<file path="config.mk">
export PLATFORM = sky130hd
export DESIGN_NAME = noise_gate_five_phase
export DESIGN_NICKNAME = d
export VERILOG_FILES = /design/src/hw/rtl/ng5p_pkg.sv /design/src/hw/rtl/ng5p_gain_div.sv /design/src/hw/rtl/noise_gate_five_phase.sv
export SDC_FILE = /design/constraint.sdc
export NUM_CORES = 1
export LEC_CHECK = 0
export BUFFER_PORTS_ARGS = -buffer_cell sky130_fd_sc_hd__buf_4
export CAP_MARGIN = 0
export CORE_ASPECT_RATIO = 1.4
export CORE_MARGIN = 2
export CORE_UTILIZATION = 45
export CTS_CLUSTER_DIAMETER = 40
export DETAILED_ROUTE_END_ITERATION = 8
export PLACE_DENSITY_LB_ADDON = 0.2
export RECOVER_POWER = 100
export SLEW_MARGIN = 0
export SYNTH_ARGS = -nofsm -noshare
export SYNTH_HDL_FRONTEND = slang
export SYNTH_SLANG_ARGS = --single-unit
</file>
<file path="constraint.sdc">
create_clock -name i_clk -period 9 [get_ports i_clk]
set_input_delay 1.8 -clock i_clk [delete_from_list [all_inputs] [get_ports i_clk]]
set_output_delay 1.8 -clock i_clk [all_outputs]
set_load 0.01 [all_outputs]
</file>
<file path="src/hw/rtl/ng5p_pkg.sv">
`timescale 1ns / 1ps
// ----------------------------------------------------------------------------
// ng5p_pkg
// Shared types and constants for the five-phase noise gate.
// ----------------------------------------------------------------------------
package ng5p_pkg;

    localparam int CH_BITS       = 3;
    localparam int THRESH_BITS   = 16;
    localparam int GAIN_BITS     = 16;
    localparam int GAIN_CNT_BITS = $clog2(GAIN_BITS);
    localparam int CFG_IDX_BITS  = 3;
    localparam int CFG_DATA_BITS = 32;
    localparam int PHASE_BITS    = 3;

    localparam logic [CFG_IDX_BITS-1:0] CFG_THRESHOLD = 3'd0;
    localparam logic [CFG_IDX_BITS-1:0] CFG_WAIT      = 3'd1;
    localparam logic [CFG_IDX_BITS-1:0] CFG_ATTACK    = 3'd2;
    localparam logic [CFG_IDX_BITS-1:0] CFG_HOLD      = 3'd3;
    localparam logic [CFG_IDX_BITS-1:0] CFG_RELEASE   = 3'd4;

    localparam logic [PHASE_BITS-1:0] PH_WAIT    = 3'd0;
    localparam logic [PHASE_BITS-1:0] PH_ATTACK  = 3'd1;
    localparam logic [PHASE_BITS-1:0] PH_ACTIVE  = 3'd2;
    localparam logic [PHASE_BITS-1:0] PH_HOLD    = 3'd3;
    localparam logic [PHASE_BITS-1:0] PH_RELEASE = 3'd4;

    typedef enum logic [1:0] {
        OM_PASS  = 2'd0,
        OM_ZERO  = 2'd1,
        OM_SCALE = 2'd2
    } t_out_mode;

endpackage

</file>
<file path="src/hw/rtl/ng5p_gain_div.sv">
`timescale 1ns / 1ps
// ----------------------------------------------------------------------------
// ng5p_gain_div
// Restoring divider that forms a Q0.16 gain floor((num << 16) / den), one
// quotient bit per cycle, for num < den.
// ----------------------------------------------------------------------------
module ng5p_gain_div import ng5p_pkg::*; #(
    parameter int COUNT_BITS = 20
) (
    input  logic                  i_clk,
    input  logic                  i_rst_n,
    input  logic                  i_start,
    input  logic [COUNT_BITS-1:0] i_num,
    input  logic [COUNT_BITS-1:0] i_den,
    output logic                  o_done,
    output logic [GAIN_BITS-1:0]  o_quot
);

    logic [COUNT_BITS-1:0]    r_rem;
    logic [COUNT_BITS-1:0]    r_den;
    logic [GAIN_BITS-1:0]     r_quot;
    logic [GAIN_CNT_BITS-1:0] r_cnt;
    logic                     r_busy;
    logic                     r_done;
    logic [COUNT_BITS:0]      trial;
    logic [COUNT_BITS:0]      diff;
    logic                     fits;

    assign trial = {r_rem, 1'b0};
    assign diff  = trial - {1'b0, r_den};
    assign fits  = (trial >= {1'b0, r_den});

    always_ff @(posedge i_clk) begin
        if (!i_rst_n) begin
            r_busy <= 1'b0;
            r_done <= 1'b0;
            r_cnt  <= '0;
        end else begin
            r_done <= 1'b0;
            if (i_start) begin
                r_busy <= 1'b1;
                r_cnt  <= GAIN_CNT_BITS'(GAIN_BITS - 1);
            end else if (r_busy) begin
                r_cnt <= r_cnt - 1'b1;
                if (r_cnt == '0) begin
                    r_busy <= 1'b0;
                    r_done <= 1'b1;
                end
            end
        end
    end

    always_ff @(posedge i_clk) begin
        if (i_start) begin
            r_rem  <= i_num;
            r_den  <= i_den;
            r_quot <= '0;
        end else if (r_busy) begin
            r_rem  <= fits ? diff[COUNT_BITS-1:0] : trial[COUNT_BITS-1:0];
            r_quot <= {r_quot[GAIN_BITS-2:0], fits};
        end
    end

    assign o_done = r_done;
    assign o_quot = r_quot;

endmodule

</file>
<file path="src/hw/rtl/noise_gate_five_phase.sv">
`timescale 1ns / 1ps
// ----------------------------------------------------------------------------
// noise_gate_five_phase
// Per-channel noise gate with wait, attack, active, hold and release phases.
// ----------------------------------------------------------------------------
// Passed or muted samples go through the load and decide states to the output
// state; ramped samples also go through the divide and multiply states.
// Throughput: one sample at a time; the next is accepted the cycle after the
// result transaction. The ramp gain comes from a 16-step serial divider.
// Reset: synchronous; every channel returns to waiting with a zero count and
// the configuration registers take their reset values.
module noise_gate_five_phase import ng5p_pkg::*; #(
    parameter int CHANNELS    = 8,
    parameter int SAMPLE_BITS = 16,
    parameter int COUNT_BITS  = 20
) (
    input  logic                          i_clk,
    input  logic                          i_rst_n,
    input  logic                          i_valid,
    output logic                          o_ready,
    input  logic [CH_BITS-1:0]            i_channel,
    input  logic signed [SAMPLE_BITS-1:0] i_sample_in,
    output logic                          o_valid,
    input  logic                          i_ready,
    output logic signed [SAMPLE_BITS-1:0] o_sample_out,
    output logic [PHASE_BITS-1:0]         o_gate_phase,
    input  logic                          i_cfg_valid,
    output logic                          o_cfg_ready,
    input  logic [CFG_IDX_BITS-1:0]       i_cfg_index,
    input  logic [CFG_DATA_BITS-1:0]      i_cfg_data
);

    localparam int IDX_W  = (CHANNELS > 1) ? $clog2(CHANNELS) : 1;
    localparam int CMPW   = (SAMPLE_BITS > THRESH_BITS) ? SAMPLE_BITS : THRESH_BITS;
    localparam int PW     = SAMPLE_BITS + GAIN_BITS + 1;
    localparam logic [31:0] CH_LIMIT = CHANNELS;

    typedef enum logic [5:0] {
        S_IDLE   = 6'b000001,
        S_LOAD   = 6'b000010,
        S_DECIDE = 6'b000100,
        S_DIV    = 6'b001000,
        S_MUL    = 6'b010000,
        S_OUT    = 6'b100000
    } t_state;

    t_state r_state, n_state;

    logic [THRESH_BITS-1:0] r_threshold;
    logic [COUNT_BITS-1:0]  r_wait, r_attack, r_hold, r_release;

    logic [PHASE_BITS-1:0]  r_phase [CHANNELS];
    logic [COUNT_BITS-1:0]  r_count [CHANNELS];

    logic [CH_BITS-1:0]          r_ch;
    logic signed [SAMPLE_BITS-1:0] r_sample;
    logic                        r_below;
    logic                        r_ge;
    logic [PHASE_BITS-1:0]       r_ph;
    logic [COUNT_BITS-1:0]       r_cnt;
    logic [COUNT_BITS-1:0]       r_n;
    logic signed [SAMPLE_BITS-1:0] r_y;
    logic [PHASE_BITS-1:0]       r_gph;

    logic [IDX_W-1:0]       idx;
    logic                   in_range;
    logic [SAMPLE_BITS-1:0] mag;
    logic [COUNT_BITS-1:0]  limit;
    logic [COUNT_BITS-1:0]  cnt_next;

    logic                  d_we;
    logic [PHASE_BITS-1:0] d_ph;
    logic [COUNT_BITS-1:0] d_cnt;
    t_out_mode             d_mode;
    logic [COUNT_BITS-1:0] d_num;
    logic [COUNT_BITS-1:0] d_den;

    logic                  div_start;
    logic                  div_done;
    logic [GAIN_BITS-1:0]  div_quot;
    logic signed [PW-1:0]  prod;

    assign idx      = IDX_W'(r_ch);
    assign in_range = (32'(r_ch) < CH_LIMIT);
    assign mag      = r_sample[SAMPLE_BITS-1] ? SAMPLE_BITS'(-r_sample) : r_sample;
    assign cnt_next = r_count[idx] + 1'b1;

    assign o_cfg_ready = 1'b1;

    always_ff @(posedge i_clk) begin
        if (!i_rst_n) begin
            r_threshold <= '0;
            r_wait      <= '0;
            r_attack    <= COUNT_BITS'(1);
            r_hold      <= '0;
            r_release   <= COUNT_BITS'(1);
        end else if (i_cfg_valid) begin
            unique case (i_cfg_index)
                CFG_THRESHOLD: r_threshold <= i_cfg_data[THRESH_BITS-1:0];
                CFG_WAIT:      r_wait      <= i_cfg_data[COUNT_BITS-1:0];
                CFG_ATTACK:    r_attack    <= i_cfg_data[COUNT_BITS-1:0];
                CFG_HOLD:      r_hold      <= i_cfg_data[COUNT_BITS-1:0];
                CFG_RELEASE:   r_release   <= i_cfg_data[COUNT_BITS-1:0];
                default: ;
            endcase
        end
    end

    always_comb begin
        unique case (r_phase[idx])
            PH_WAIT:    limit = r_wait;
            PH_ATTACK:  limit = r_attack;
            PH_HOLD:    limit = r_hold;
            PH_RELEASE: limit = r_release;
            default:    limit = '0;
        endcase
    end

    always_comb begin
        d_we   = 1'b0;
        d_ph   = r_ph;
        d_cnt  = r_cnt;
        d_mode = OM_PASS;
        d_num  = r_n;
        d_den  = r_release;
        unique case (r_ph)
            PH_WAIT: begin
                d_we = 1'b1;
                if (r_below) begin
                    if (r_ge) begin
                        d_cnt = '0;
                        d_ph  = PH_ATTACK;
                    end else begin
                        d_cnt = r_n;
                    end
                end else begin
                    d_cnt = '0;
                end
            end
            PH_ATTACK: begin
                d_we = 1'b1;
                if (r_below) begin
                    if (r_ge) begin
                        d_cnt  = '0;
                        d_ph   = PH_ACTIVE;
                        d_mode = OM_ZERO;
                    end else begin
                        d_cnt  = r_n;
                        d_mode = OM_SCALE;
                        d_num  = r_attack - r_n;
                        d_den  = r_attack;
                    end
                end else begin
                    d_cnt = '0;
                    d_ph  = PH_WAIT;
                end
            end
            PH_ACTIVE: begin
                d_mode = OM_ZERO;
                if (!r_below) begin
                    d_we = 1'b1;
                    d_ph = PH_HOLD;
                end
            end
            PH_HOLD: begin
                d_mode = OM_ZERO;
                if (!r_below) begin
                    d_we = 1'b1;
                    if (r_ge) begin
                        d_cnt = '0;
                        d_ph  = PH_RELEASE;
                    end else begin
                        d_cnt = r_n;
                    end
                end
            end
            PH_RELEASE: begin
                d_we = 1'b1;
                if (r_ge) begin
                    d_cnt = '0;
                    d_ph  = PH_WAIT;
                end else begin
                    d_cnt  = r_n;
                    d_mode = OM_SCALE;
                end
            end
            default: ;
        endcase
        if (!in_range) begin
            d_we   = 1'b0;
            d_ph   = PH_WAIT;
            d_mode = OM_PASS;
        end
    end

    assign div_start = (r_state == S_DECIDE) && (d_mode == OM_SCALE);

    ng5p_gain_div #(
        .COUNT_BITS(COUNT_BITS)
    ) u_div (
        .i_clk   (i_clk),
        .i_rst_n (i_rst_n),
        .i_start (div_start),
        .i_num   (d_num),
        .i_den   (d_den),
        .o_done  (div_done),
        .o_quot  (div_quot)
    );

    assign prod = PW'(r_sample) * PW'($signed({1'b0, div_quot}));

    always_comb begin
        n_state = r_state;
        unique case (r_state)
            S_IDLE:   if (i_valid) n_state = S_LOAD;
            S_LOAD:   n_state = S_DECIDE;
            S_DECIDE: n_state = (d_mode == OM_SCALE) ? S_DIV : S_OUT;
            S_DIV:    if (div_done) n_state = S_MUL;
            S_MUL:    n_state = S_OUT;
            S_OUT:    if (i_ready) n_state = S_IDLE;
            default:  n_state = S_IDLE;
        endcase
    end

    always_ff @(posedge i_clk) begin
        if (!i_rst_n) begin
            r_state <= S_IDLE;
            for (int c = 0; c < CHANNELS; c++) begin
                r_phase[c] <= PH_WAIT;
                r_count[c] <= '0;
            end
        end else begin
            r_state <= n_state;
            if ((r_state == S_DECIDE) && d_we) begin
                r_phase[idx] <= d_ph;
                r_count[idx] <= d_cnt;
            end
        end
    end

    always_ff @(posedge i_clk) begin
        unique case (r_state)
            S_IDLE: begin
                r_ch     <= i_channel;
                r_sample <= i_sample_in;
            end
            S_LOAD: begin
                r_below <= (CMPW'(mag) <= CMPW'(r_threshold));
                r_ph    <= r_phase[idx];
                r_cnt   <= r_count[idx];
                r_n     <= cnt_next;
                r_ge    <= (cnt_next >= limit);
            end
            S_DECIDE: begin
                r_gph <= d_ph;
                r_y   <= (d_mode == OM_ZERO) ? '0 : r_sample;
            end
            S_MUL: begin
                r_y <= prod[GAIN_BITS +: SAMPLE_BITS];
            end
            default: ;
        endcase
    end

    assign o_ready      = (r_state == S_IDLE);
    assign o_valid      = (r_state == S_OUT);
    assign o_sample_out = r_y;
    assign o_gate_phase = r_gph;

endmodule

</file>
# Word-level counts from Yosys, hierarchy flattened

Memory sizes are Yosys's and may differ from the RTL's. A register that Yosys moved wholly into a read port is not among the register bits.
Index checks and enable logic that the tools add are counted.

Add/subtract/negate cells: 5
$mul: 1
Div/mod/pow operators: 0
Magnitude comparators: 3
Equal/unequal tests: 22
Shifts and indexed selects: 0
Muxes and demuxes: 55
Bitwise logic cells: 2
Reductions and logical operators: 20

Operators with widths:

| operator              | number |
|---|---|
| $mux 20               | 13 |
| $pmux 20 s4           | 1 |
| $pmux 20 s3           | 1 |
| $sub 20x20->20        | 2 |
| $mux 3                | 13 |
| $pmux 6 s6            | 1 |
| $mul 16x17->32        | 1 |
| $mux 16               | 2 |
| $pmux 16 s2           | 1 |
| $mux 6                | 4 |
| $ge 21x20->1          | 1 |
| $add 20x1->20 const B | 1 |
| $ge 20x20->1          | 1 |
| $reduce_or 20->1      | 1 |
| $le 16x16->1          | 1 |
| $neg 16->16           | 1 |
| $eq 3x2->1 const B    | 5 |
| $pmux 3 s5            | 1 |
| $mux 1                | 11 |
| $reduce_and 2->1      | 5 |
| $eq 3x1->1 const B    | 3 |
| $eq 3x3->1 const B    | 3 |
| $logic_not 3->1       | 3 |
| $reduce_or 3->1       | 3 |
| other kinds (21)      | 29 |

Register bits: 247
Bits in latches: 0
Memory bits (writable): 184
Memory bits (read-only): 0
Word-level logic and storage cells: 131
Memories: 2

Memories:

| name    | words | bits a word | rd ports | clocked after memory_dff | wr ports | RTL line                    | source |
|---|---|---|---|---|---|---|---|
| r_count | 8     | 20          | 1        | 1                        | 8        | noise_gate_five_phase.sv:53 | `logic [COUNT_BITS-1:0] r_count [CHANNELS];` |
| r_phase | 8     | 3           | 1        | 1                        | 8        | noise_gate_five_phase.sv:52 | `logic [PHASE_BITS-1:0] r_phase [CHANNELS];` |

# Longest topological paths before layout

Gate-level depths: netlist (run 1).

Word-level depth: 9
Depth in mapped cells: 25

# Hierarchy

A second synthesis (run 1) with hierarchy kept.

Cells, all modules: 2995
Area, all modules: 30490.5 um^2

By module, submodules not included:

| module                | times used | cells each | area each (um^2) | seq. area each (um^2) |
|---|---|---|---|---|
| noise_gate_five_phase | 1          | 2620       | 26669.3          | 10119.7 |
| ng5p_gain_div         | 1          | 375        | 3821.2           | 1641.6 |

# Least setup slack after synthesis (run 1)

No wires, ideal clock.

Kind: register to register
From: register r_sample[7]
To: register r_y[9] (netlist: o_sample_out[9]), data pin
Library setup time: 0.265 ns
Arrival time: 6.100 ns
Data required time: 8.735 ns
Setup slack: 2.635 ns
Stages on the path, launching flop included: 24
Period minus slack after synthesis: 6.365 ns
Cells stage by stage: edfxtp_1 clkbuf_1 buf_1 nand2_1 fa_1 fa_1 inv_1 fa_1 fa_1 fa_1 inv_1 fa_1 inv_1 ha_1 a21o_1 a21o_1 a21o_1 o21ai_0 o21a_2 nand2b_1 a21o_1 a21oi_2 xor2_1 o21ai_1

Word-level cells in the longest chain between the ends: 2

Ends and longest elaborated chain:

| item                     | RTL line                     | source |
|---|---|---|
| start: declaration       | noise_gate_five_phase.sv:56  | `logic signed [SAMPLE_BITS-1:0] r_sample;` |
| start signal: assignment | noise_gate_five_phase.sv:245 | `r_sample <= i_sample_in;` |
| $mul 16x17->32           | noise_gate_five_phase.sv:210 | `assign prod = PW'(r_sample) * PW'($signed({1'b0, div_quot}));` |
| $pmux 16 s2              | noise_gate_five_phase.sv:242 | `unique case (r_state)` |
| end signal: assignment   | noise_gate_five_phase.sv:256 | `r_y <= (d_mode == OM_ZERO) ? '0 : r_sample;` |
| end signal: assignment   | noise_gate_five_phase.sv:259 | `r_y <= prod[GAIN_BITS +: SAMPLE_BITS];` |
| end: declaration         | noise_gate_five_phase.sv:62  | `logic signed [SAMPLE_BITS-1:0] r_y;` |

No other way between the ends.
A chain may end at the register's enable or synchronous reset.

# Worst setup path in the final report (run 1)

From: register r_sample[3]
To: register r_y[12] (netlist: o_sample_out[12]), data pin

Same word-level chain as after synthesis.

==> flow_summary.ini, run 1 <==
[detailed_routing]
dr.first_iter.drc_count = 1636
vias = 21490
viasPerCell = 5.562
routed_wl_mm = 81.21
route.detailed.drc = 0
firstDrtPassIters = 6
drt-wirelength-per-cell_um = 21.02
postRouteAntennaNets = 0

[placed_design]
port-buffer-count = 67
place_area_mm2 = 0.03114
place_inst = 3734
hpwl_mm = 55.18
routabilityCongestion = 0.8772

[layout]
multi_input_area_mm2 = 0.01620
n_fill_cell = 5998
fin_area_mm2 = 0.03332
nets = 3405
final_cells = 3863
diodes = 0
syn2layout_area_growth_pct = 11.27
final_core_util = 0.5072
drive_above_1_share = 0.08488
regArea_mm2 = 0.01176

[cts]
cts_tree = yes
insertion_delay_ns = 0.63
root_buffer = clkbuf_16
numClockSinks = 434
cts_hold_buf = 0
clk_pin_slew_worst_paths_ns = 0.05
clockBufferDepth = 3
postCtsSetupBuffers = 0
cts_resized = 0
htreeDepth = 3
numCtsBuffers = 70

[setup_path]
start_kind = flop
required_ns = 9.34
end_kind = flop
criticalPathCategory = flop to flop
critPathArrivalTime_ns = 7.73
critPathMaxFanout = 19

[timing]
post-route-period-util = 0.8218
worstMarginPinSlew_ns = 2.611
fmax_mhz = 135.2
skew_ns = 0.03413
setup_viol = 0
rsz0062_at_grt = false
maxSlewViolCount = 524
relSlewSlack = -0.7408
tns_ns = 0
fin_crit_ns = 7.396
hold_viol = 0

[run_status]
status = finished, violations left
violations = capacitance limit, slew limit

[yosys]
ys_ff_latch = 434
synthArstFlopShare = 0
synthesis.area_mm2 = 0.02994
syn_nets = 3373
synth_area_leaders = edfxtp_1, fa_1, dfxtp_1
yosysTopAreaCellShare = 0.3079
ys_seq_area_frac = 0.3928
synth_edf_count = 307
synth_area_leader_cell = edfxtp_1
yosysWarnings = 0
synthCells = 2927
ys.flop_type = edfxtp_1
syn-mean-instance-area_um2 = 10.23
synth_cell_types = 82

[pwr]
leakage_nw = 14.02
powerDensity_mw_per_mm2 = 230.4
ir_drop_uv = 166.7
power_mw = 7.677

[global_route]
grt.overflow.total = 0
grt_pass1_vias = 22940
grt_max_degree = 116
grt_first_pass_wirelength_mm = 127.5
antenna_found_initial = 0
grt_use_total = 0.2429

[hold_path]
hp-class = flop to flop

[floorplanning]
ioPinCount = 81
fp.dieArea_mm2 = 0.06865
die_height_um = 309.2
rows = 111
start_util = 0.4558
dieWidth_um = 222.0
fp.coreArea_mm2 = 0.06569

[flow_run]
maxCapViolCount = 18
-- logic make-up after synthesis --
family                   count (synthesis)  synth area share
AO/OA/AOI/OAI                          391           0.09352
XOR/XNOR                                77           0.02252
adder cells (fa/ha/maj)                388            0.2109
buffers and inverters                  481           0.06469
flip-flops                             434            0.3928
multiplexers                           121           0.06239
other                                    1         0.0001252
AND/OR/NAND/NOR                       1034            0.1530
-- power breakdown --
part           internal (mW)  switching (mW)  total [mW]  leakage [nW]
logic                  0.876            1.43        2.30          8.80
registers               2.35           0.267        2.62          4.06
clock network           1.68            1.08        2.76          1.16
-- layout make-up --
class | instances | area share
tap | 847 | 0.03181
timing repair buffer | 108 | 0.01949
inverter | 333 | 0.03752
clock inverter | 51 | 0.01761
multi-input combinational | 2012 | 0.4861
clock buffer | 78 | 0.05442
sequential | 434 | 0.3530
-- placed cells by master, fill, tap and decap left out, types with 46 or more instances in the layout --
master	count
nand2_1	483
inv_1	330
edfxtp_1	307
nor2_1	283
fa_1	195
ha_1	192
dfxtp_1	126
and2_1	114
a21boi_0	104
clkbuf_16	71
mux2i_1	64
a21oi_1	64
o21ai_0	54
clkbuf_1	49
xnor2_1	48
buf_4	46
-- stage by stage --
stage | hold slack [ns] | setup WS (ns)
2_1_floorplan | 0.4431 | 2.635
3_5_place_dp | 0.4604 | 1.878
4_1_cts | 0.4671 | 1.859
6_report | 0.4664 | 1.604
5_1_grt | 0.4894 | 1.349
3_3_place_gp | 0.4553 | 1.870
-- synth_stat cells (all sizes together) (11+ instances only) --
master,n
nand2,483
inv,333
edfxtp,307
nor2,284
fa,195
ha,192
dfxtp,127
and2,117
clkbuf,114
a21boi,106
o21ai,67
a21oi,65
mux2i,65
xnor2,48
mux4,46
a21o,35
buf,34
xor2,29
a22oi,24
nand2b,24
nor3,23
a221oi,21
nand3,21
nor2b,16
o21a,14
and3,12
o31ai,11
or3,11
-- path summary, 6_finish.rpt --
| path | from | end | slack (ns) | cells after the start |
|---|---|---|---|---|
| worst max-delay path | r_sample[3]$_DFFE_PP_ | o_sample_out[12]$_DFFE_PP_ | 1.60 | 21 |
| worst min-delay path | r_hold[0]$_SDFFE_PN0P_ | r_hold[0]$_SDFFE_PN0P_ | 0.47 | 2 |
| worst max register to register | r_sample[3]$_DFFE_PP_ | o_sample_out[12]$_DFFE_PP_ | 1.60 | 21 |
| worst min register to register | r_hold[0]$_SDFFE_PN0P_ | r_hold[0]$_SDFFE_PN0P_ | 0.47 | 2 |
-- critical path, stage by stage, from the launching register on --
cell and delay (ns):
edfxtp_1 1.11, nand2_1 0.19, fa_1 0.59, fa_1 0.44, fa_1 0.52, inv_1 0.05, fa_1 0.48, fa_1 0.54
inv_1 0.05, fa_1 0.52, inv_1 0.04, ha_1 0.31, and4_1 0.22, nor4b_1 0.15, a221oi_1 0.44, o21a_1 0.32
o21a_1 0.24, o21ai_0 0.18, a21o_1 0.25, a21oi_2 0.15, xor2_1 0.23, o21ai_1 0.09
-- per-layer routing --
layer	share of wire	track usage	up-vias
met3	0.050	0.03248	232
met4	0.062	0.1471	0
li1	-	-	9876
met5	0	0	-
met2	0.51	0.4386	673
met1	0.37	0.2738	10710
-- flip-flops by register name (all words and copies together), names as in the netlist, 3 cells and up, named ones only --
name	flops
u_div.r_rem	20
r_cnt	20
r_ph	3
r_phase	24
r_hold	20
r_wait	20
u_div.r_den	20
o_sample_out	16
u_div.r_cnt	4
u_div.o_quot	16
r_release	20
r_attack	20
r_sample	16
idx	3
r_n	20
r_threshold	16
r_state	6
o_gate_phase	3
r_count	160
Power figures use the tool's default switching activity.
==> run 2, diff against run 1 <==
--- a/config.mk
+++ b/config.mk
@@ -5,6 +5,7 @@
 export SDC_FILE = /design/constraint.sdc
 export NUM_CORES = 1
 export LEC_CHECK = 0
+export ABC_AREA = 1
 export BUFFER_PORTS_ARGS = -buffer_cell sky130_fd_sc_hd__buf_4
 export CAP_MARGIN = 0
 export CORE_ASPECT_RATIO = 1.4
==> constraint.sdc (replaced) <==
create_clock -name i_clk -period 6.7 [get_ports i_clk]
set_input_delay 1.34 -clock i_clk [delete_from_list [all_inputs] [get_ports i_clk]]
set_output_delay 1.34 -clock i_clk [all_outputs]
set_load 0.01 [all_outputs]
==> run 2 against run 1 <==
- flip-flop and latch count unchanged
- register-to-register slack worse by 1.1 ns
- critical path type unchanged
- critical path depth up 2
- clock-buffer cell count down 11
- synthesized cell count up 42%
- final cell count up 34%
- maximum frequency up 19%
- the run still ends with capacitance limit, slew limit left
- die area up 8.2%
- largest cell class unchanged
- utilization down 0.81 points
- via count up 23%
- non-clock buffer count up 30
- design area up 7.0%
==> flow_summary.ini, run 2 <==
[setup_path]
critical_path.startpoint = r_sample[6]$_DFFE_PP_
start_kind = flop
end_kind = flop
required_ns = 7.07
critPathArrivalTime_ns = 6.56
critPathMaxFanout = 13
criticalPathCategory = flop to flop
r2r-start = r_sample[6]$_DFFE_PP_

[run_status]
status = finished, violations left
violations = capacitance limit, slew limit

[cts]
insertion_delay_ns = 0.66
postCtsSetupBuffers = 0
numClockSinks = 434
root_buffer = clkbuf_16
numCtsBuffers = 60
cts_hold_buf = 0
clockBufferDepth = 3
cts_resized = 0
cts_tree = yes
clk_pin_slew_worst_paths_ns = 0.06
htreeDepth = 2

[layout]
layout_commonest_cell = nand2_1
multi_input_area_mm2 = 0.01667
most-common-layout-cells = nand2_1, inv_1, nor2_1, edfxtp_1, o21ai_0
drive_above_1_share = 0.05489
syn2layout_area_growth_pct = 9.906
largest_reg_flops = 160
regArea_mm2 = 0.01176
reg.largest.list = r_count (160), r_phase (24)
n_fill_cell = 7045
diodes = 0
nets = 4624
largest-register = r_count

[detailed_routing]
drt-wirelength-per-cell_um = 17.63
postRouteAntennaNets = 0
routed_wl_mm = 91.14
vias = 26460
viasPerCell = 5.116
firstDrtPassIters = 6
dr.first_iter.drc_count = 1882
route.detailed.drc = 0

[yosys]
yosysWarnings = 0
syn_nets = 4607
synthCells = 4161
synthArstFlopShare = 0
syn-mean-instance-area_um2 = 7.793
yosysTopAreaCellShare = 0.2843
synth_edf_count = 307
synth_commonest_cells = nand2_1, inv_1, nor2_1
synth_cell_types = 49
synth_area_leaders = edfxtp_1, fa_1, nand2_1
synthesis.area_mm2 = 0.03242
ys.flop_type = edfxtp_1
synth_area_leader_cell = edfxtp_1
yosysMostFrequentCell = nand2_1
ys_ff_latch = 434
ys_seq_area_frac = 0.3627

[floorplanning]
dieWidth_um = 230.9
die_height_um = 321.6
ioPinCount = 81
fp.dieArea_mm2 = 0.07425
rows = 116
start_util = 0.4541
fp.coreArea_mm2 = 0.07141

[placed_design]
hpwl_mm = 66.54
routabilityCongestion = 0.9320
port-buffer-count = 67

[timing]
hold_viol = 0
hold-worst-slack_ns = 0.4515
fin_crit_ns = 6.192
worstMarginPinSlew_ns = 2.555
tns_ns = 0
relSlewSlack = -0.7034
skew_ns = 0.04419
rsz0062_at_grt = false
setup_viol = 0
maxSlewViolCount = 529
post-route-period-util = 0.9242
fmax_mhz = 161.5

[global_route]
grt_first_pass_wirelength_mm = 144.1
grt.overflow.total = 0
grt_pass1_vias = 26260
antenna_found_initial = 1
grt_use_total = 0.2496
grt_max_degree = 108

[hold_path]
min_from = r_hold[12]$_SDFFE_PN0P_
hp-class = flop to flop

[flow_run]
maxCapViolCount = 18
[run 2: routing by layer]
layer	vias up	global-route usage	routed length, um
li1	13040	-	-
met1	12570	0.3117	38260
met2	659	0.4371	44820
met3	184	0.03178	4338
met4	2	0.09778	3708
met5	-	0	13
[run 2: stage by stage]
stage / std cells / utilization / instance area (um^2) / worst slack [ns]
2_1_floorplan: 4161 / - / 32420 / 0.8328
3_3_place_gp: 5060 / 0.4737 / 33820 / 0.5513
6_report: 5171 / 0.4991 / 35640 / 0.5082
3_5_place_dp: 5060 / 0.4737 / 33820 / 0.5761
5_1_grt: 5171 / 0.4991 / 35640 / 0.1371
4_1_cts: 5171 / 0.5026 / 35890 / 0.5570
[run 2: worst max-delay path: stages (launching register included)]
cell      delay (ns)
edfxtp_1        0.70
buf_4           0.31
nand2_1         0.07
inv_1           0.05
fa_1            0.52
inv_1           0.05
fa_1            0.56
fa_1            0.44
fa_1            0.51
inv_1           0.06
fa_1            0.55
inv_1           0.07
fa_1            0.54
inv_1           0.05
ha_1            0.30
nand2_1         0.09
nor2_1          0.15
inv_1           0.10
nor3_1          0.35
nand3b_1        0.16
nand3_1         0.12
nand2_1         0.05
nand3_1         0.07
nand2_1         0.07
[run 2: cell families (layout without fill, tap and decap cells)]
| logic type | count (synthesis) | after routing | share of synthesized area |
|---|---|---|---|
| simple gates | 1766 | 1766 | 0.2237 |
| fa+ha+maj | 387 | 387 | 0.1945 |
| buf+inv | 1008 | 1074 | 0.1221 |
| compound gates | 523 | 523 | 0.08551 |
| xor+xnor | 42 | 42 | 0.01135 |
| other cells | 1 | 1 | 0.0001157 |
| flops | 434 | 434 | 0.3627 |
[run 2: worst paths after layout]
path	end	slack, ns	cells past startpoint
worst max-delay path	o_sample_out[7]$_DFFE_PP_	0.51	23
worst min-delay path	r_hold[12]$_SDFFE_PN0P_	0.45	2
worst max register to register	o_sample_out[7]$_DFFE_PP_	0.51	23
worst min register to register	r_hold[12]$_SDFFE_PN0P_	0.45	2
[run 2: cell type report]
class | count | share of cell area
Tap cell | 944 | 0.03314
Timing Repair Buffer | 138 | 0.02416
Clock buffer | 67 | 0.04343
Multi-Input combinational cell | 2719 | 0.4677
Clock inverter | 44 | 0.01457
Sequential cell | 434 | 0.3301
Inverter | 825 | 0.08690
Power of run 2 is not shown: default switching activity piles up to over one toggle a cycle in this logic, so the estimate is an artifact.
